**src/rtl/i2cmbs_pkg.sv**
```systemverilog
// Shared types and constants for the I2C master bit sequencer.
package i2cmbs_pkg;

    localparam int unsigned CFG_IDX_W  = 3;
    localparam int unsigned CFG_DATA_W = 20;

    localparam logic [CFG_IDX_W-1:0] CFG_FREQ    = 3'd0;
    localparam logic [CFG_IDX_W-1:0] CFG_OVH     = 3'd1;
    localparam logic [CFG_IDX_W-1:0] CFG_TIMEOUT = 3'd2;
    localparam logic [CFG_IDX_W-1:0] CFG_STRETCH = 3'd3;
    localparam logic [CFG_IDX_W-1:0] CFG_DELAY   = 3'd4;

    localparam logic [2:0] CMD_TICK   = 3'd0;
    localparam logic [2:0] CMD_HEADER = 3'd1;
    localparam logic [2:0] CMD_WRITE  = 3'd2;
    localparam logic [2:0] CMD_READ   = 3'd3;
    localparam logic [2:0] CMD_END    = 3'd4;

    localparam logic [1:0] ST_OK     = 2'd0;
    localparam logic [1:0] ST_NOACK  = 2'd1;
    localparam logic [1:0] ST_REJECT = 2'd2;

    localparam logic [19:0] FREQ_RESET    = 20'd100000;
    localparam logic [7:0]  OVH_RESET     = 8'd0;
    localparam logic [15:0] TIMEOUT_RESET = 16'd1000;
    localparam logic [8:0]  HALF_RESET    = 9'd5;
    localparam logic [8:0]  HALF_MAX      = 9'd511;
    localparam logic [19:0] US_PER_SEC    = 20'd1000000;
    localparam logic [4:0]  DIV_LAST      = 5'd19;

    typedef struct packed {
        logic [2:0]  command;
        logic [6:0]  device_address;
        logic        read_message;
        logic        no_stop;
        logic [15:0] byte_count;
        logic [7:0]  write_data;
        logic        sda_level;
        logic        scl_level;
    } item_in_t;

    typedef struct packed {
        logic        scl_drive;
        logic        sda_drive;
        logic        ready_res;
        logic [7:0]  read_data;
        logic        read_valid;
        logic        message_done;
        logic [1:0]  status;
    } item_out_t;

    typedef struct packed {
        logic [15:0] ack_timeout;
        logic        stretch_en;
        logic        delay_en;
        logic [8:0]  half_period;
    } timing_t;

endpackage

```
**src/rtl/i2cmbs_div.sv**
```systemverilog
// Serial divider that derives the SCL half period from the bus frequency.
module i2cmbs_div (
    input  logic        aclk,
    input  logic        aresetn,
    input  logic        start,
    input  logic [19:0] freq_in,
    input  logic [7:0]  ovh_in,
    output logic        busy,
    output logic [8:0]  half_period
);

    localparam logic [8:0] HALF_MAX_L = i2cmbs_pkg::HALF_MAX;

    logic        busy_reg;
    logic [4:0]  cnt_reg;
    logic [19:0] dvd_reg;
    logic [21:0] rem_reg;
    logic [19:0] quo_reg;
    logic [20:0] den_reg;
    logic [7:0]  ovh_reg;
    logic [8:0]  half_reg;

    logic [21:0] trial;
    logic        fits;
    logic [19:0] quo_next;
    logic [19:0] diff;
    logic [8:0]  half_next;

    always_comb begin
        trial    = {rem_reg[20:0], dvd_reg[19]};
        fits     = trial >= {1'b0, den_reg};
        quo_next = {quo_reg[18:0], fits};
        diff     = (quo_next > {12'd0, ovh_reg}) ? (quo_next - {12'd0, ovh_reg}) : 20'd0;
        half_next = (diff > {11'd0, HALF_MAX_L}) ? HALF_MAX_L : diff[8:0];
    end

    always_ff @(posedge aclk) begin
        if (!aresetn) begin
            busy_reg <= 1'b0;
            cnt_reg  <= 5'd0;
            half_reg <= i2cmbs_pkg::HALF_RESET;
        end else if (start) begin
            if (freq_in == 20'd0) begin
                busy_reg <= 1'b0;
                half_reg <= i2cmbs_pkg::HALF_MAX;
            end else begin
                busy_reg <= 1'b1;
            end
            cnt_reg <= 5'd0;
            dvd_reg <= i2cmbs_pkg::US_PER_SEC;
            rem_reg <= 22'd0;
            quo_reg <= 20'd0;
            den_reg <= {freq_in, 1'b0};
            ovh_reg <= ovh_in;
        end else if (busy_reg) begin
            rem_reg <= fits ? (trial - {1'b0, den_reg}) : trial;
            quo_reg <= quo_next;
            dvd_reg <= {dvd_reg[18:0], 1'b0};
            cnt_reg <= cnt_reg + 5'd1;
            if (cnt_reg == i2cmbs_pkg::DIV_LAST) begin
                busy_reg <= 1'b0;
                half_reg <= half_next;
            end
        end
    end

    assign busy        = busy_reg;
    assign half_period = half_reg;

endmodule

```
**src/rtl/i2cmbs_fifo.sv**
```systemverilog
// Short item queue between the accepting front and the bus sequencer.
module i2cmbs_fifo #(
    parameter int unsigned DEPTH = 2
) (
    input  logic                  aclk,
    input  logic                  aresetn,
    input  logic                  push,
    input  i2cmbs_pkg::item_in_t  push_item,
    input  logic                  pop,
    output i2cmbs_pkg::item_in_t  head_item,
    output logic                  empty,
    output logic                  full
);

    localparam int unsigned AW = (DEPTH > 1) ? $clog2(DEPTH) : 1;
    localparam int unsigned CW = $clog2(DEPTH + 1);
    localparam logic [AW-1:0] LAST = AW'(DEPTH - 1);
    localparam logic [CW-1:0] FULL_CNT = CW'(DEPTH);

    i2cmbs_pkg::item_in_t slot_reg [DEPTH];
    logic [AW-1:0] wr_ptr_reg;
    logic [AW-1:0] rd_ptr_reg;
    logic [CW-1:0] count_reg;

    always_ff @(posedge aclk) begin
        if (!aresetn) begin
            wr_ptr_reg <= '0;
            rd_ptr_reg <= '0;
            count_reg  <= '0;
        end else begin
            if (push) begin
                wr_ptr_reg <= (wr_ptr_reg == LAST) ? '0 : wr_ptr_reg + AW'(1);
            end
            if (pop) begin
                rd_ptr_reg <= (rd_ptr_reg == LAST) ? '0 : rd_ptr_reg + AW'(1);
            end
            if (push && !pop) begin
                count_reg <= count_reg + CW'(1);
            end else if (pop && !push) begin
                count_reg <= count_reg - CW'(1);
            end
        end
    end

    always_ff @(posedge aclk) begin
        if (push) begin
            slot_reg[wr_ptr_reg] <= push_item;
        end
    end

    assign head_item = slot_reg[rd_ptr_reg];
    assign empty     = (count_reg == '0);
    assign full      = (count_reg == FULL_CNT);

endmodule

```
**src/rtl/i2cmbs_seq.sv**
```systemverilog
// Bus sequencer: runs one tick of the I2C bit sequence per item and registers the result.
module i2cmbs_seq (
    input  logic                   aclk,
    input  logic                   aresetn,
    input  logic                   step,
    input  i2cmbs_pkg::item_in_t   item,
    input  i2cmbs_pkg::timing_t    timing,
    input  logic                   m_ready,
    output logic                   m_valid,
    output i2cmbs_pkg::item_out_t  m_item
);

    typedef enum logic [4:0] {
        PH_IDLE, PH_START_SCLH, PH_START_SDAL, PH_START_SCLL,
        PH_BIT_SDA, PH_BIT_SCLH, PH_BIT_SCLL,
        PH_ACK_SDAH, PH_ACK_SCLH, PH_ACK_POLL, PH_ACK_REST, PH_POST_SCLL,
        PH_RD_SDAH, PH_RD_SCLH, PH_RD_SCLL, PH_RD_ASDA, PH_RD_ASCLH, PH_RD_ASCLL,
        PH_STOP_SDAL, PH_STOP_SCLH, PH_STOP_SDAH, PH_REL_SCLH, PH_REL_SDAH
    } phase_t;

    typedef struct packed {
        logic        done;
        logic [16:0] wc;
    } scl_res_t;

    phase_t      phase_reg, phase_next;
    logic [16:0] wc_reg, wc_next;
    logic [7:0]  shift_reg, shift_next;
    logic [3:0]  bit_reg, bit_next;
    logic [15:0] bytes_reg, bytes_next;
    logic        prev_rd_reg, prev_rd_next;
    logic        open_reg, open_next;
    logic        rd_flag_reg, rd_flag_next;
    logic        nostop_reg, nostop_next;
    logic        scl_reg, scl_next;
    logic        sda_reg, sda_next;
    logic        valid_reg;
    i2cmbs_pkg::item_out_t res_reg, res_next;

    function automatic scl_res_t scl_step(input logic [16:0] e, input logic [8:0] d,
                                          input logic high, input logic stretch,
                                          input logic scl_in, input logic [15:0] tmo);
        scl_res_t r;
        logic [16:0] over;
        over   = e - {8'd0, d};
        r.done = (e >= {8'd0, d});
        if (r.done && high && stretch && !scl_in && (over < {1'b0, tmo})) begin
            r.done = 1'b0;
        end
        r.wc = r.done ? 17'd0 : e + 17'd1;
        return r;
    endfunction

    always_comb begin
        logic        accepted;
        logic [8:0]  dly;
        logic [8:0]  rem;
        scl_res_t    sr;
        logic        hi;
        logic        nodly;

        phase_next   = phase_reg;
        wc_next      = wc_reg;
        shift_next   = shift_reg;
        bit_next     = bit_reg;
        bytes_next   = bytes_reg;
        prev_rd_next = prev_rd_reg;
        open_next    = open_reg;
        rd_flag_next = rd_flag_reg;
        nostop_next  = nostop_reg;
        scl_next     = scl_reg;
        sda_next     = sda_reg;
        res_next     = '0;
        accepted     = 1'b0;
        rem          = 9'd0;

        if (item.command != i2cmbs_pkg::CMD_TICK) begin
            if (phase_reg == PH_IDLE) begin
                unique case (item.command)
                    i2cmbs_pkg::CMD_HEADER: begin
                        if (bytes_reg == 16'd0) begin
                            accepted     = 1'b1;
                            rd_flag_next = item.read_message;
                            nostop_next  = item.no_stop;
                            bytes_next   = item.byte_count;
                            wc_next      = 17'd0;
                            if (!open_reg || prev_rd_reg != item.read_message) begin
                                shift_next = {item.device_address, item.read_message};
                                bit_next   = 4'd0;
                                phase_next = PH_START_SCLH;
                            end else begin
                                phase_next = PH_POST_SCLL;
                            end
                            open_next    = 1'b1;
                            prev_rd_next = item.read_message;
                        end
                    end
                    i2cmbs_pkg::CMD_WRITE: begin
                        if (bytes_reg != 16'd0 && !rd_flag_reg) begin
                            accepted   = 1'b1;
                            bytes_next = bytes_reg - 16'd1;
                            shift_next = item.write_data;
                            bit_next   = 4'd0;
                            phase_next = PH_BIT_SDA;
                            wc_next    = 17'd0;
                        end
                    end
                    i2cmbs_pkg::CMD_READ: begin
                        if (bytes_reg != 16'd0 && rd_flag_reg) begin
                            accepted   = 1'b1;
                            bytes_next = bytes_reg - 16'd1;
                            shift_next = 8'd0;
                            bit_next   = 4'd0;
                            phase_next = PH_RD_SDAH;
                            wc_next    = 17'd0;
                        end
                    end
                    i2cmbs_pkg::CMD_END: begin
                        accepted   = 1'b1;
                        bytes_next = 16'd0;
                        open_next  = 1'b0;
                        phase_next = PH_REL_SCLH;
                        wc_next    = 17'd0;
                    end
                    default: accepted = 1'b0;
                endcase
            end
            if (!accepted) begin
                res_next.status = i2cmbs_pkg::ST_REJECT;
            end
        end

        // SCL edges: pick direction and whether the half period applies
        hi    = (phase_next == PH_START_SCLH) || (phase_next == PH_BIT_SCLH) ||
                (phase_next == PH_ACK_SCLH) || (phase_next == PH_RD_SCLH) ||
                (phase_next == PH_RD_ASCLH) || (phase_next == PH_STOP_SCLH) ||
                (phase_next == PH_REL_SCLH);
        nodly = (phase_next == PH_ACK_SCLH) || (phase_next == PH_STOP_SCLH);
        dly   = (timing.delay_en && !nodly) ? timing.half_period : 9'd0;
        sr    = scl_step(wc_next, dly, hi, timing.stretch_en, item.scl_level,
                         timing.ack_timeout);

        unique case (phase_next)
            PH_IDLE: ;
            PH_START_SDAL: begin
                sda_next = 1'b0; phase_next = PH_START_SCLL; wc_next = 17'd0;
            end
            PH_BIT_SDA: begin
                sda_next   = shift_next[3'd7 - bit_next[2:0]];
                phase_next = PH_BIT_SCLH; wc_next = 17'd0;
            end
            PH_ACK_SDAH: begin
                sda_next = 1'b1; phase_next = PH_ACK_SCLH; wc_next = 17'd0;
            end
            PH_ACK_POLL: begin
                if (wc_next >= {1'b0, timing.ack_timeout}) begin
                    res_next.status       = i2cmbs_pkg::ST_NOACK;
                    res_next.message_done = 1'b1;
                    bytes_next = 16'd0;
                    open_next  = 1'b0;
                    phase_next = PH_REL_SCLH; wc_next = 17'd0;
                end else if (!item.sda_level) begin
                    if (timing.delay_en && ({8'd0, timing.half_period} > wc_next)) begin
                        rem = timing.half_period - wc_next[8:0];
                    end
                    if (rem != 9'd0) begin
                        phase_next = PH_ACK_REST; wc_next = {8'd0, rem};
                    end else begin
                        phase_next = PH_POST_SCLL; wc_next = 17'd0;
                    end
                end else begin
                    wc_next = wc_next + 17'd1;
                end
            end
            PH_ACK_REST: begin
                if (wc_next > 17'd1) begin
                    wc_next = wc_next - 17'd1;
                end else begin
                    phase_next = PH_POST_SCLL; wc_next = 17'd0;
                end
            end
            PH_RD_SDAH: begin
                sda_next = 1'b1; phase_next = PH_RD_SCLH; wc_next = 17'd0;
            end
            PH_RD_ASDA: begin
                sda_next   = (bytes_next == 16'd0);
                phase_next = PH_RD_ASCLH; wc_next = 17'd0;
            end
            PH_STOP_SDAL: begin
                sda_next = 1'b0; phase_next = PH_STOP_SCLH; wc_next = 17'd0;
            end
            PH_STOP_SDAH: begin
                sda_next = 1'b1; res_next.message_done = 1'b1;
                phase_next = PH_IDLE; wc_next = 17'd0;
            end
            PH_REL_SDAH: begin
                sda_next = 1'b1; phase_next = PH_IDLE; wc_next = 17'd0;
            end
            default: begin
                // every remaining phase is an SCL edge
                if (wc_next == 17'd0) begin
                    scl_next = hi;
                end
                wc_next = sr.wc;
                if (sr.done) begin
                    unique case (phase_next)
                        PH_START_SCLH: phase_next = PH_START_SDAL;
                        PH_START_SCLL: phase_next = PH_BIT_SDA;
                        PH_BIT_SCLH:   phase_next = PH_BIT_SCLL;
                        PH_BIT_SCLL: begin
                            bit_next   = bit_next + 4'd1;
                            phase_next = bit_next[3] ? PH_ACK_SDAH : PH_BIT_SDA;
                        end
                        PH_ACK_SCLH:   phase_next = PH_ACK_POLL;
                        PH_RD_SCLH: begin
                            shift_next = {shift_next[6:0], item.sda_level};
                            phase_next = PH_RD_SCLL;
                        end
                        PH_RD_SCLL: begin
                            bit_next   = bit_next + 4'd1;
                            phase_next = bit_next[3] ? PH_RD_ASDA : PH_RD_SCLH;
                        end
                        PH_RD_ASCLH:   phase_next = PH_RD_ASCLL;
                        PH_STOP_SCLH:  phase_next = PH_STOP_SDAH;
                        PH_REL_SCLH:   phase_next = PH_REL_SDAH;
                        PH_POST_SCLL, PH_RD_ASCLL: begin
                            if (phase_next == PH_RD_ASCLL) begin
                                res_next.read_valid = 1'b1;
                                res_next.read_data  = shift_next;
                            end
                            if (bytes_next == 16'd0) begin
                                if (nostop_next) begin
                                    res_next.message_done = 1'b1;
                                    phase_next = PH_IDLE;
                                end else begin
                                    phase_next = PH_STOP_SDAL;
                                end
                            end else begin
                                phase_next = PH_IDLE;
                            end
                        end
                        default: phase_next = PH_IDLE;
                    endcase
                end
            end
        endcase

        res_next.scl_drive = scl_next;
        res_next.sda_drive = sda_next;
        res_next.ready_res = (phase_next == PH_IDLE);
    end

    always_ff @(posedge aclk) begin
        if (!aresetn) begin
            phase_reg   <= PH_IDLE;
            wc_reg      <= 17'd0;
            shift_reg   <= 8'd0;
            bit_reg     <= 4'd0;
            bytes_reg   <= 16'd0;
            prev_rd_reg <= 1'b0;
            open_reg    <= 1'b0;
            rd_flag_reg <= 1'b0;
            nostop_reg  <= 1'b0;
            scl_reg     <= 1'b1;
            sda_reg     <= 1'b1;
            valid_reg   <= 1'b0;
        end else begin
            if (step) begin
                phase_reg   <= phase_next;
                wc_reg      <= wc_next;
                shift_reg   <= shift_next;
                bit_reg     <= bit_next;
                bytes_reg   <= bytes_next;
                prev_rd_reg <= prev_rd_next;
                open_reg    <= open_next;
                rd_flag_reg <= rd_flag_next;
                nostop_reg  <= nostop_next;
                scl_reg     <= scl_next;
                sda_reg     <= sda_next;
                res_reg     <= res_next;
                valid_reg   <= 1'b1;
            end else if (m_ready) begin
                valid_reg <= 1'b0;
            end
        end
    end

    assign m_valid = valid_reg;
    assign m_item  = res_reg;

endmodule

```
**src/rtl/i2c_master_bit_sequencer.sv**
```systemverilog
// Top level: configuration registers, input queue, half-period divider and bus sequencer.
// An item at the head of the queue is stepped once the divider is idle and the result
// register has room, and its result is registered in the sequencer's result register.
// Throughput: one item per cycle while the divider is idle and results are taken, set by
// the single-tick sequencer step. A write to the frequency or overhead register holds off
// items and further writes while the serial divider runs (none for a frequency of zero).
// Reset is synchronous, active low.
module i2c_master_bit_sequencer #(
    parameter int unsigned QUEUE_DEPTH = 2
) (
    input  logic                                  aclk,
    input  logic                                  aresetn,
    input  logic                                  s_valid,
    output logic                                  s_ready,
    input  i2cmbs_pkg::item_in_t                  s_item,
    output logic                                  m_valid,
    input  logic                                  m_ready,
    output i2cmbs_pkg::item_out_t                 m_item,
    input  logic                                  cfg_valid,
    output logic                                  cfg_ready,
    input  logic [i2cmbs_pkg::CFG_IDX_W-1:0]      cfg_index,
    input  logic [i2cmbs_pkg::CFG_DATA_W-1:0]     cfg_data
);

    logic [19:0] freq_reg;
    logic [7:0]  ovh_reg;
    logic [15:0] tmo_reg;
    logic        stretch_reg;
    logic        delay_reg;

    logic        cfg_wr;
    logic        div_start;
    logic        div_busy;
    logic [8:0]  half_period;
    logic        q_empty;
    logic        q_full;
    logic        step;
    i2cmbs_pkg::item_in_t head_item;
    i2cmbs_pkg::timing_t  timing;

    assign cfg_ready = !div_busy;
    assign cfg_wr    = cfg_valid && cfg_ready;
    assign div_start = cfg_wr && (cfg_index == i2cmbs_pkg::CFG_FREQ ||
                                  cfg_index == i2cmbs_pkg::CFG_OVH);

    always_ff @(posedge aclk) begin
        if (!aresetn) begin
            freq_reg    <= i2cmbs_pkg::FREQ_RESET;
            ovh_reg     <= i2cmbs_pkg::OVH_RESET;
            tmo_reg     <= i2cmbs_pkg::TIMEOUT_RESET;
            stretch_reg <= 1'b0;
            delay_reg   <= 1'b1;
        end else if (cfg_wr) begin
            unique case (cfg_index)
                i2cmbs_pkg::CFG_FREQ:    freq_reg    <= cfg_data[19:0];
                i2cmbs_pkg::CFG_OVH:     ovh_reg     <= cfg_data[7:0];
                i2cmbs_pkg::CFG_TIMEOUT: tmo_reg     <= cfg_data[15:0];
                i2cmbs_pkg::CFG_STRETCH: stretch_reg <= cfg_data[0];
                i2cmbs_pkg::CFG_DELAY:   delay_reg   <= cfg_data[0];
                default: ;
            endcase
        end
    end

    i2cmbs_div u_div (
        .aclk        (aclk),
        .aresetn     (aresetn),
        .start       (div_start),
        .freq_in     ((cfg_index == i2cmbs_pkg::CFG_FREQ) ? cfg_data[19:0] : freq_reg),
        .ovh_in      ((cfg_index == i2cmbs_pkg::CFG_OVH) ? cfg_data[7:0] : ovh_reg),
        .busy        (div_busy),
        .half_period (half_period)
    );

    assign s_ready = !q_full;

    i2cmbs_fifo #(.DEPTH(QUEUE_DEPTH)) u_fifo (
        .aclk      (aclk),
        .aresetn   (aresetn),
        .push      (s_valid && s_ready),
        .push_item (s_item),
        .pop       (step),
        .head_item (head_item),
        .empty     (q_empty),
        .full      (q_full)
    );

    // advance only with an item queued, the divider settled and room in the result register
    assign step = !q_empty && !div_busy && (!m_valid || m_ready);

    assign timing.ack_timeout = tmo_reg;
    assign timing.stretch_en  = stretch_reg;
    assign timing.delay_en    = delay_reg;
    assign timing.half_period = half_period;

    i2cmbs_seq u_seq (
        .aclk    (aclk),
        .aresetn (aresetn),
        .step    (step),
        .item    (head_item),
        .timing  (timing),
        .m_ready (m_ready),
        .m_valid (m_valid),
        .m_item  (m_item)
    );

endmodule

```
**config.mk**
```make
export PLATFORM = sky130hd
export DESIGN_NAME = i2c_master_bit_sequencer
export DESIGN_NICKNAME = d
export VERILOG_FILES = /design/src/rtl/i2cmbs_pkg.sv /design/src/rtl/i2cmbs_div.sv /design/src/rtl/i2cmbs_fifo.sv /design/src/rtl/i2cmbs_seq.sv /design/src/rtl/i2c_master_bit_sequencer.sv
export SDC_FILE = /design/constraint.sdc
export NUM_CORES = 1
export LEC_CHECK = 0
export ABC_AREA = 0
export BUFFER_PORTS_ARGS = -buffer_cell sky130_fd_sc_hd__buf_2
export CORE_ASPECT_RATIO = 0.6
export CORE_MARGIN = 1
export CORE_UTILIZATION = 25
export DETAILED_ROUTE_END_ITERATION = 6
export PLACE_DENSITY = 0.37
export SLEW_MARGIN = 20
export SYNTH_ARGS = -nofsm -noshare
export SYNTH_HDL_FRONTEND = slang
export SYNTH_SLANG_ARGS = --single-unit
```
**constraint.sdc**
```tcl
create_clock -name aclk -period 19.9 [get_ports aclk]
set_input_delay 3.98 -clock aclk [delete_from_list [all_inputs] [get_ports aclk]]
set_output_delay 3.98 -clock aclk [all_outputs]
set_load 0.01 [all_outputs]
```
=== After elaboration in Yosys (flattened, before gate mapping) ===
Memory sizes are Yosys's and may differ from the RTL's. A register that Yosys moved wholly into a read port is not among the register bits.
Cells that the tools add are included.

* Register bits after elaboration: 218
* Latch bits: 0
* RAM bits: 76
* ROM bits: 0
* Output and inout bits: 18
* Memories kept: 1

{| class="wikitable"
|+ Memories
! name !! depth !! width !! read ports !! clocked after memory_dff !! wr ports !! RTL line !! text
|-
| u_fifo.slot_reg || 2 || 38 || 1 || 1 || 1 || i2cmbs_fifo.sv:20 || <nowiki>i2cmbs_pkg::item_in_t slot_reg [DEPTH];</nowiki>
|}

* $add $sub $neg: 14
* Multiply operators: 0
* Divide/modulo/power cells: 0
* $lt $le $gt $ge: 9
* Eq/ne operators: 34
* Shift-type cells: 0
* Multiplexer cells: 121
* Bitwise logic cells: 4
* Reductions and logical operators: 70

{| class="wikitable"
|+ Operators by type and width
! operator !! count
|-
| 2-to-1 mux 17 bit || 9
|-
| case mux 17 bit (4 select lines) || 2
|-
| 2-to-1 mux 16 bit || 7
|-
| 2-to-1 mux 9 bit || 11
|-
| 2-to-1 mux 8 bit || 10
|-
| case mux 16 bit (4 select lines) || 1
|-
| 2-to-1 mux 20 bit || 3
|-
| 2-to-1 mux 5 bit || 11
|-
| case mux 5 bit (11 select lines) || 1
|-
| case mux 5 bit (10 select lines) || 1
|-
| 2-to-1 mux 21 bit || 2
|-
| == test 5 x 4 -> 1 bit, second input constant || 8
|-
| == test 5 bit, second input constant || 8
|-
| 2-to-1 mux 4 bit || 10
|-
| 2-to-1 mux 1 bit || 36
|-
| logical NOT 16 bit || 2
|-
| case mux 8 bit (3 select lines) || 1
|-
| >= comparator 22 x 21 -> 1 bit || 1
|-
| subtractor 21 bit || 1
|-
| == test 5 x 3 -> 1 bit, second input constant || 4
|-
| greater-than comparator 20 x 8 -> 1 bit || 1
|-
| greater-than comparator 20 x 9 -> 1 bit, second input constant || 1
|-
| logical NOT 20 bit || 1
|-
| case mux 5 bit (4 select lines) || 1
|-
| other kinds (56) || 119
|}

=== Logic depth before layout (Yosys ltp) ===
Gate-level depths: netlist (run 1).

* Depth after elaboration: 22
* Depth in mapped cells: 33
* Depth with buffers taken out: 28

=== By module ===
Synthesis (run 1) repeated with hierarchy kept, for this count alone.

* Cell total of the unflattened synthesis: 1,870
* Area total of the unflattened synthesis: 17,996.0 µm²

{| class="wikitable"
|+ Modules (own cells, without submodules)
! module !! instances !! cells each !! area each (µm²) !! seq. area each (µm²)
|-
| i2cmbs_seq || 1 || 1,011 || 7,463.4 || 1,571.5
|-
| i2cmbs_div || 1 || 492 || 5,371.4 || 2,762.6
|-
| i2cmbs_fifo || 1 || 140 || 2,964.1 || 2,382.3
|-
| i2c_master_bit_sequencer || 1 || 227 || 2,197.1 || 920.9
|}

=== Worst setup path after synthesis (run 1) ===
Ideal clock, no wire load.

* Path type: input port to flip-flop
* Start point: input cfg_valid
* End point: register u_div.dvd_reg[10] (enable)
* Library setup time: 0.484 ns
* Data arrival time: 7.629 ns
* Setup slack: 11.787 ns
* Stages: 6
* Cell sequence: nand2_1 > or3_1 > clkbuf_1 > clkbuf_1 > buf_1 > a21oi_1

* Longest elaborated chain between the ends: 4

{| class="wikitable"
|+ Ends and longest elaborated chain
! element !! RTL line !! text
|-
| start: declaration || i2c_master_bit_sequencer.sv:19 || <nowiki>input logic cfg_valid,</nowiki>
|-
| logical AND 1 bit || i2c_master_bit_sequencer.sv:42 || <nowiki>assign cfg_wr = cfg_valid && cfg_ready;</nowiki>
|-
| logical AND 1 bit || i2c_master_bit_sequencer.sv:43 || <nowiki>assign div_start = cfg_wr && (cfg_index == i2cmbs_pkg::CFG_FREQ ||</nowiki>
|-
| nonzero test 2 bit (no line) || -- ||
|-
| AND reduction 2 bit (no line) || -- ||
|-
| end signal: assignment || i2cmbs_div.sv:50 || <nowiki>dvd_reg <= i2cmbs_pkg::US_PER_SEC;</nowiki>
|-
| end signal: assignment || i2cmbs_div.sv:58 || <nowiki>dvd_reg <= {dvd_reg[18:0], 1'b0};</nowiki>
|-
| end: declaration || i2cmbs_div.sv:16 || <nowiki>logic [19:0] dvd_reg;</nowiki>
|}

No other way between the ends.
A chain may end at the register's enable or synchronous reset.

==> results.ini, run 1 <==
[outcome]
outcome = complete, no violations

[cells_and_area]
areaGrowthSynthToFinish_pct = 14.4
largest_register_ffs = 76
num-nets-final = 2100
final_layout_size_suffix_gt1_share_pct = 12.2
layout.core_utilization_pct = 29.0
finalInstanceArea_um2 = 20300

[synth]
number_of_enable_type_register_cells_in_the_synthesized_netlist = 173
warnings_synthesis = 0
synth-async-reset-ratio_pct = 0
synth_top_family_by_area = simple AND/OR/NAND/NOR gates
parity_gate_share_of_the_synthesized_area_counting_xor_and_xnor_cells_pct = 2.61
ranking_of_synthesized_cells_by_area = edfxtp_1, dfxtp_1, ha_1
synth_most_common_cell = edfxtp_1
ys_seq_area_share_pct = 43.1
synth.cell_area_um2 = 17700
ys_top_cells_by_count = edfxtp_1, nand2_1, nor2_1
netlist_instances = 1898
synth.ff_latch_count = 295
synth_flop_cell = edfxtp_1
yosys.area_share.adder_pct = 6.51
yosys.area_share.simple_pct = 20.4
synthDistinctLibCells = 102
syn_area_per_cell_um2 = 9.34
synth.top_cell.area_share_pct = 29.3
post_synth_mux_area_share_pct = 5.17
postSynthNetCount = 2053
synthDominantAreaCellType = edfxtp_1
synth_compound_gate_area_share_pct = 17.6

[worst_setup_path]
critical_path_cell_count = 25
path_delay_family = compound AO/OA/AOI/OAI gates
crit_type = flip-flop to flip-flop
r2r_setup_slack_ns = 11.47
timing.critical_path.mode_cell = a21oi_1
crit_path_largest_cell_delay_ns = 0.84
worst-path-buf-inv = 0
required_ns = 20.39
crit_slowest_cell = dfxtp_2
worst_case_reg_to_reg_path_depth = 25
arrival_ns = 8.93
end_kind = flip-flop
cp-start-kind = flip-flop
worstPathMaxFanout = 33

[floorplanning]
dieHeight_um = 208
start_util_pct = 25.3
fp.dieW_um = 346
placement_rows = 75
die-area_um2 = 72000
io_pins = 84
core_region_area_um2 = 70000

[sta]
finalClockSkew_ns = 0.0352
fmax_achieved_ghz = 0.119
setup_violations = 0
finalSetupTns_ns = 0
grt_setup_unrepaired = no
finalHoldViolations = 0
min_period_ns = 8.43
timing.slew.headroom_pct = 24.6
final-max-slew-violation-count = 0
worstMarginPinSlew_ns = 1.13
period_share_pct = 42.4

[cts]
cts_hold_buffers = 0
cts_buffers = 36
cts_max_level = 2
tritoncts_num_sinks = 295
worstSkewPairLatency_ns = 0.57
cts.reportedPaths.clkPinSlew_ns = 0.06
cts_resized = 0
clk_root_buffer_cell = clkbuf_16
clk_path_buf_depth = 3
tritoncts = done
post_cts.repair.setup_buffers = 0

[drt]
dr_total_vias = 14700
wirelength_mm = 57.4
post-route-drc-count = 0
detail-route-antenna-nets = 0
drt_iter0_markers = 1323
average_wire_per_standard_cell_um = 19.8
vias_per_cell = 5.08
drt-pass1-iter-count = 5

[flow_run]
cap_viol_max_count = 0

[hold_path]
hold-path-cell-count = 2
worst_hold_path_type = flip-flop to flip-flop

[placed_design]
weighted_congestion_at_the_end_of_routability_driven_global_placement = 0.928
placement.cell_area_um2 = 19200
place.port_buffers = 83
place.detailed.hpwl_mm = 42.3

[global_route]
antenna_found_initial = 1
globalRouteOverflowTotal = 0
track_usage_pct = 15.8
grt_pass1_wl_mm = 87.8
grt_max_degree = 61
grt_pass1_vias = 13900

[power]
cellLeakagePower_nw = 7.76
ir_drop_mv = 0.0633
p_per_area_nw_per_um2 = 137

cells by family after synthesis:
kind of cell | Yosys count
AOI/OAI and AO/OA | 465
xor gates and xnor gates | 52
adders and majority gates | 90
buffers and inverters | 212
DFF | 295
muxes | 87
and+or+nand+nor | 697
worst min-delay path: stages, from the launching register on:
cell and delay [ns]:
dfxtp_1 0.31, nand2_1 0.05, a21oi_1 0.06
power breakdown:
part / internal [mW] / switching (mW)
Clock: 0.368 / 0.276
Sequential: 0.727 / 0.0621
Combinational: 0.462 / 0.878
Total: 1.56 / 1.22
final cells by class:
type	count	area [µm²]
antenna	1	2.50
clock buffer	49	1000
clock inverter	17	121
fill	7368	49700
inverter	112	420
multi-input combinational	1391	9330
sequential	295	7640
tap	924	1160
timing repair buffer	109	613
stage by stage:
step / cells / hold slack, ns / power, mW / setup slack (ns)
after CTS: 2897 / 0.469 / 2.78 / 11.50
final: 2898 / 0.465 / 2.77 / 11.47
after floorplan: 1898 / 0.436 / 1.71 / 11.79
after detailed placement: 2831 / 0.457 / 2.12 / 11.54
after global placement: 2831 / 0.447 / 2.13 / 11.69
after global routing: 2897 / 0.494 / 2.96 / 10.79
routing by layer:
layer | part of all wire [%] | GRT usage [%]
met5 | 0 | 0
met4 | 1.4 | 3.28
met3 | 6.2 | 3.16
met2 | 36 | 19.6
met1 | 57 | 26.5
cell usage in the layout, fill, tap and decap left out, types with 60 or more instances in the layout:
cell type and instances:
a21oi_1 95, buf_2 82, dfxtp_1 121, edfxtp_1 173, ha_1 85, inv_1 109
mux2i_1 60, nand2_1 171, nand3_1 78, nor2_1 128, nor3_1 64, o21ai_0 114
path summary, 6_finish.rpt:
check	start	endpoint
worst max register to register	flip-flop	u_seq.wc_reg[16]
worst max-delay path	flip-flop	u_seq.wc_reg[16]
worst min-delay path	tmo_reg[15]	tmo_reg[15]
worst min register to register	tmo_reg[15]	tmo_reg[15]
No activity file was read; power rests on OpenSTA's default activity.
==> run 2, diff against run 1 <==
- PLACE_DENSITY: 0.37 -> 0.39
- clock period: 19.9 -> 6.9 ns (I/O delays scaled with it)
==> run 2 against run 1 <==
Net effect:
- clock skew up 0.00076 ns
- utilization up 0.81 points
- largest cell class unchanged
- sequential cell count unchanged
- clock power rose to 2.9 times the previous value
- critical path type unchanged
- non-clock buffer count up 68
- via count up 1.3%
==> results.ini, run 2 (synthesis results as in run 1) <==
[worst_setup_path]
crit_type = flip-flop to flip-flop
critPathLaunch = u_fifo.slot_reg[1][35]
crit_slowest_cell = or4bb_4
end_kind = flip-flop
crit_path_largest_cell_delay_ns = 0.60
worst_case_reg_to_reg_path_depth = 28
r2r_setup_slack_ns = 0.32
required_ns = 7.29
cp-start-kind = flip-flop
timing.critical_path.mode_cell = buf_4
worstPathMaxFanout = 8
worst_r2r_startpoint = u_fifo.slot_reg[1][35]
arrival_ns = 6.96

[cts]
cts_max_level = 2
cts.reportedPaths.clkPinSlew_ns = 0.06
cts_buffers = 35
clk_root_buffer_cell = clkbuf_16
worstSkewPairLatency_ns = 0.57
tritoncts = done
tritoncts_num_sinks = 295
clk_path_buf_depth = 3

[flow_run]
cap_viol_max_count = 0

[drt]
drt_iter0_markers = 1332
detail-route-antenna-nets = 0
wirelength_mm = 59.2
average_wire_per_standard_cell_um = 20.0
drt-pass1-iter-count = 5
dr_total_vias = 14900
vias_per_cell = 5.03
post-route-drc-count = 0

[global_route]
grt_max_degree = 89
antenna_found_initial = 0
grt_pass1_vias = 14200
globalRouteOverflowTotal = 0
track_usage_pct = 16.3
grt_pass1_wl_mm = 90.5

[sta]
finalHoldViolations = 0
worstMarginPinSlew_ns = 1.10
fmax_achieved_ghz = 0.152
finalClockSkew_ns = 0.0360
min_period_ns = 6.58
setup_violations = 0
period_share_pct = 95.3
setup_ws_ns = 0.324
timing.slew.headroom_pct = 26.0
grt_setup_unrepaired = no
final-max-slew-violation-count = 0

[floorplanning]
placement_rows = 75
die-area_um2 = 72000
dieHeight_um = 208
fp.dieW_um = 346
start_util_pct = 25.3
io_pins = 84
core_region_area_um2 = 70000

[cells_and_area]
multi_input_comb_area_um2 = 9380
layout.area.seq_um2 = 7640
n_antenna_cell = 0
finalInstanceArea_um2 = 20800
final_layout_size_suffix_gt1_share_pct = 15.4
largest_register_ffs = 76
num-nets-final = 2167
areaGrowthSynthToFinish_pct = 17.6
layout_commonest_cell = edfxtp_1
top_library_cells_by_usage_in_the_layout_fill_and_taps_aside = edfxtp_1, nand2_1, nor2_1, dfxtp_1, o21ai_0
fill_cells = 7406

[outcome]
outcome = complete, no violations

[placed_design]
weighted_congestion_at_the_end_of_routability_driven_global_placement = 0.875
placement.setup.worst_slack_ns = -0.0708
placement.cell_area_um2 = 19600
place.port_buffers = 83
place.detailed.hpwl_mm = 43.9

[power]
p_per_area_nw_per_um2 = 404
cellLeakagePower_nw = 8.09
ir_drop_mv = 0.150

[hold_path]
worst_hold_path_type = flip-flop to flip-flop
hold_start = tmo_reg[14]
hold-path-cell-count = 2

## run 2: final cells by class
class                      count  area share (%)
multi-input combinational   1391            45.0
sequential                   295            36.6
tap                          924            5.55
timing repair buffer         177            5.45
clock buffer                  45            4.58
inverter                     112            2.02
clock inverter                19           0.792
## run 2: metrics by stage
step	utilization, %	setup TNS, ns	hold slack [ns]	power (mW)	cells
2_1_floorplan	-	0	0.436	4.93	1898
3_3_place_gp	28.0	0	0.445	6.40	2892
3_5_place_dp	28.0	-0.531	0.458	6.39	2892
4_1_cts	29.7	0	0.473	8.37	2959
5_1_grt	29.8	0	0.497	8.95	2963
6_report	29.8	0	0.472	8.42	2963
## run 2: per-layer routing
metal / up-vias / part of all wire, % / track usage (%)
met3: 49 / 5.1 / 2.31
met2: 348 / 36 / 20.1
li1: 7240 / - / -
met1: 7268 / 58 / 28.1
met4: 0 / 1.3 / 3.33
met5: - / 0 / 0
## run 2: where the power goes
group          switching [mW]  internal, mW
Sequential              0.153          2.10
Clock                   0.793          1.06
Combinational            2.71          1.61
## run 2: what timing repair did
action,4_1_cts,5_1_grt
gates resized for setup,1,10
pin swaps,1,6
setup buffers,3,4
setup endpoints to repair,21,45
hold buffers,0,0
## run 2: path summary, 6_finish.rpt
kind / end
worst max register to register: u_seq.m_item[12]
worst min-delay path: tmo_reg[14]
worst max-delay path: u_seq.m_item[12]
worst min register to register: tmo_reg[14]
## run 2: worst max-delay path, delay by kind of cell (launching register included)
family / cells / cell delay, ns
compound gates: 15 / 3.28
simple gates: 8 / 1.48
flops: 1 / 0.46
fa+ha+maj: 2 / 0.61
buf+inv: 3 / 0.54
==> run 3, diff against run 2 <==
- CORE_UTILIZATION: 25 -> 35
- PLACE_DENSITY: 0.39 -> 0.5
- REMOVE_ABC_BUFFERS: default -> 1
==> run 3 against run 2 <==
Net effect:
- the run now ends with DRC left
- total power increased by 0.44%
- clock skew fell by 0.015 ns
- first-iteration DRC count increased by 28%
- worst hold slack worse by 0.012 ns
- combinational power up 0.9%
- design area is 1.5% lower
- critical path type unchanged
- largest power group unchanged
==> results.ini, run 3 (synthesis results as in run 1) <==
[cells_and_area]
areaGrowthSynthToFinish_pct = 15.8
top_library_cells_by_usage_in_the_layout_fill_and_taps_aside = edfxtp_1, nand2_1, nor2_1, dfxtp_1, o21ai_0
largest_register_ffs = 76
final_layout_size_suffix_gt1_share_pct = 15.4
layout_commonest_cell = edfxtp_1
num-nets-final = 2162
final_cell_count_no_fill = 2682
n_antenna_cell = 0

[global_route]
grt_pass1_vias = 14000
m3_gr_usage_pct = 4.34
grt_pass1_wl_mm = 85.9
grt.busiest_layer = met1
track_usage_pct = 21.5
grt_max_degree = 59
grt_util_met2_pct = 26.4
globalRouteOverflowTotal = 0
grt_use_met1_pct = 36.6
antenna_found_initial = 1

[placed_design]
place.detailed.hpwl_mm = 41.6
weighted_congestion_at_the_end_of_routability_driven_global_placement = 0.948
placement.setup.worst_slack_ns = -0.125
place_inst = 2608
place.port_buffers = 83

[floorplanning]
dieHeight_um = 176
die-area_um2 = 51600
placement_rows = 63
fp.dieW_um = 293
start_util_pct = 35.7
io_pins = 84
core_region_area_um2 = 49700

[power]
ir_drop_mv = 0.181
cellLeakagePower_nw = 8.11
p_per_area_nw_per_um2 = 412

[cts]
clk_root_buffer_cell = clkbuf_16
cts.reportedPaths.clkPinSlew_ns = 0.06
clk_path_buf_depth = 3
tritoncts = done
tritoncts_num_sinks = 295
worstSkewPairLatency_ns = 0.54
cts_max_level = 2
cts_buffers = 34

[sta]
fmax_achieved_ghz = 0.152
worstMarginPinSlew_ns = 1.04
final-max-slew-violation-count = 0
setup_ws_ns = 0.310
finalClockSkew_ns = 0.0213
timing.slew.headroom_pct = 29.8
period_share_pct = 95.5
timing.hold.ws_ns = 0.460
min_period_ns = 6.59
setup_violations = 0
finalHoldViolations = 0

[worst_setup_path]
cp-start-kind = flip-flop
end_kind = flip-flop
crit_type = flip-flop to flip-flop
timing.critical_path.mode_cell = buf_4
worstPathMaxFanout = 6
arrival_ns = 6.95
crit_slowest_cell = or4bb_1
crit_path_largest_cell_delay_ns = 0.61
required_ns = 7.26

[drt]
dr_total_vias = 15200
drt-pass1-iter-count = 7
wirelength_mm = 55.9
average_wire_per_standard_cell_um = 20.8
drt_iter0_markers = 1710
post-route-drc-count = 1
vias_per_cell = 5.67
detail-route-antenna-nets = 0

[outcome]
violations = DRC
outcome = finished with violations

[flow_run]
cap_viol_max_count = 0

[hold_path]
worst_hold_path_type = flip-flop to flip-flop

## run 3: cell types whose count changed in the layout (fill, tap and decap cells not counted), sizes merged
cell,previous run,this run
buf,177,173
clkinvlp,4,2
inv,111,112
clkbuf,45,50
clkinv,14,7
## run 3: metal layers
| layer | vias up | part of all wire, % |
|---|---|---|
| met5 | - | 0.082 |
| met1 | 7336 | 54 |
| met4 | 2 | 1.3 |
| li1 | 7240 | - |
| met2 | 571 | 36 |
| met3 | 59 | 8.3 |
## run 3: power breakdown
group	internal (mW)	total [mW]	leakage, nW	switching, mW
Combinational	1.66	4.35	4.97	2.69
Clock	1.09	1.85	0.542	0.761
Sequential	2.10	2.25	2.60	0.152
Total	4.85	8.45	8.11	3.61
## run 3: repair_timing
item                                    CTS  global route
pin swaps                                 2             7
endpoints found under the setup margin   25            45
resized for setup                         2            18
hold endpoints to repair                  0             0
hold buffers                              0             0
buffers inserted                          5             7
## run 3: worst max-delay path: cells and delay by family (launching register included)
family | cells | cell delay (ns)
and+or+nand+nor | 9 | 1.99
AOI/OAI and AO/OA | 14 | 2.86
DFF | 1 | 0.47
adders and majority gates | 3 | 0.59
buffers and inverters | 3 | 0.48
## run 3: final cells by class
type	instances	area (µm²)
timing repair buffer	173	1130
clock buffer	50	1000
fill	4958	29100
inverter	112	420
tap	650	813
sequential	295	7640
clock inverter	11	115
multi-input combinational	1391	9420
## run 3: worst paths after layout
kind / from / end / slack, ns / cells past startpoint
worst max-delay path: u_fifo.slot_reg[1][35] / u_seq.m_item[12] / 0.31 / 29
worst min register to register: tmo_reg[15] / tmo_reg[15] / 0.46 / 2
worst min-delay path: tmo_reg[15] / tmo_reg[15] / 0.46 / 2
worst max register to register: u_fifo.slot_reg[1][35] / u_seq.m_item[12] / 0.31 / 29
## run 3: per-stage QoR
| stage | utilization, % | area [µm²] | TNS [ns] | power [mW] |
|---|---|---|---|---|
| 6_report | 41.4 | 20500 | 0 | 8.45 |
| 5_1_grt | 41.4 | 20500 | -0.0748 | 8.94 |
| 4_1_cts | 41.0 | 20400 | 0 | 8.24 |
| 3_5_place_dp | 38.7 | 19200 | -1.24 | 6.28 |
| 3_3_place_gp | 38.7 | 19200 | 0 | 6.28 |
| 2_1_floorplan | - | 17300 | -48.09 | 4.81 |
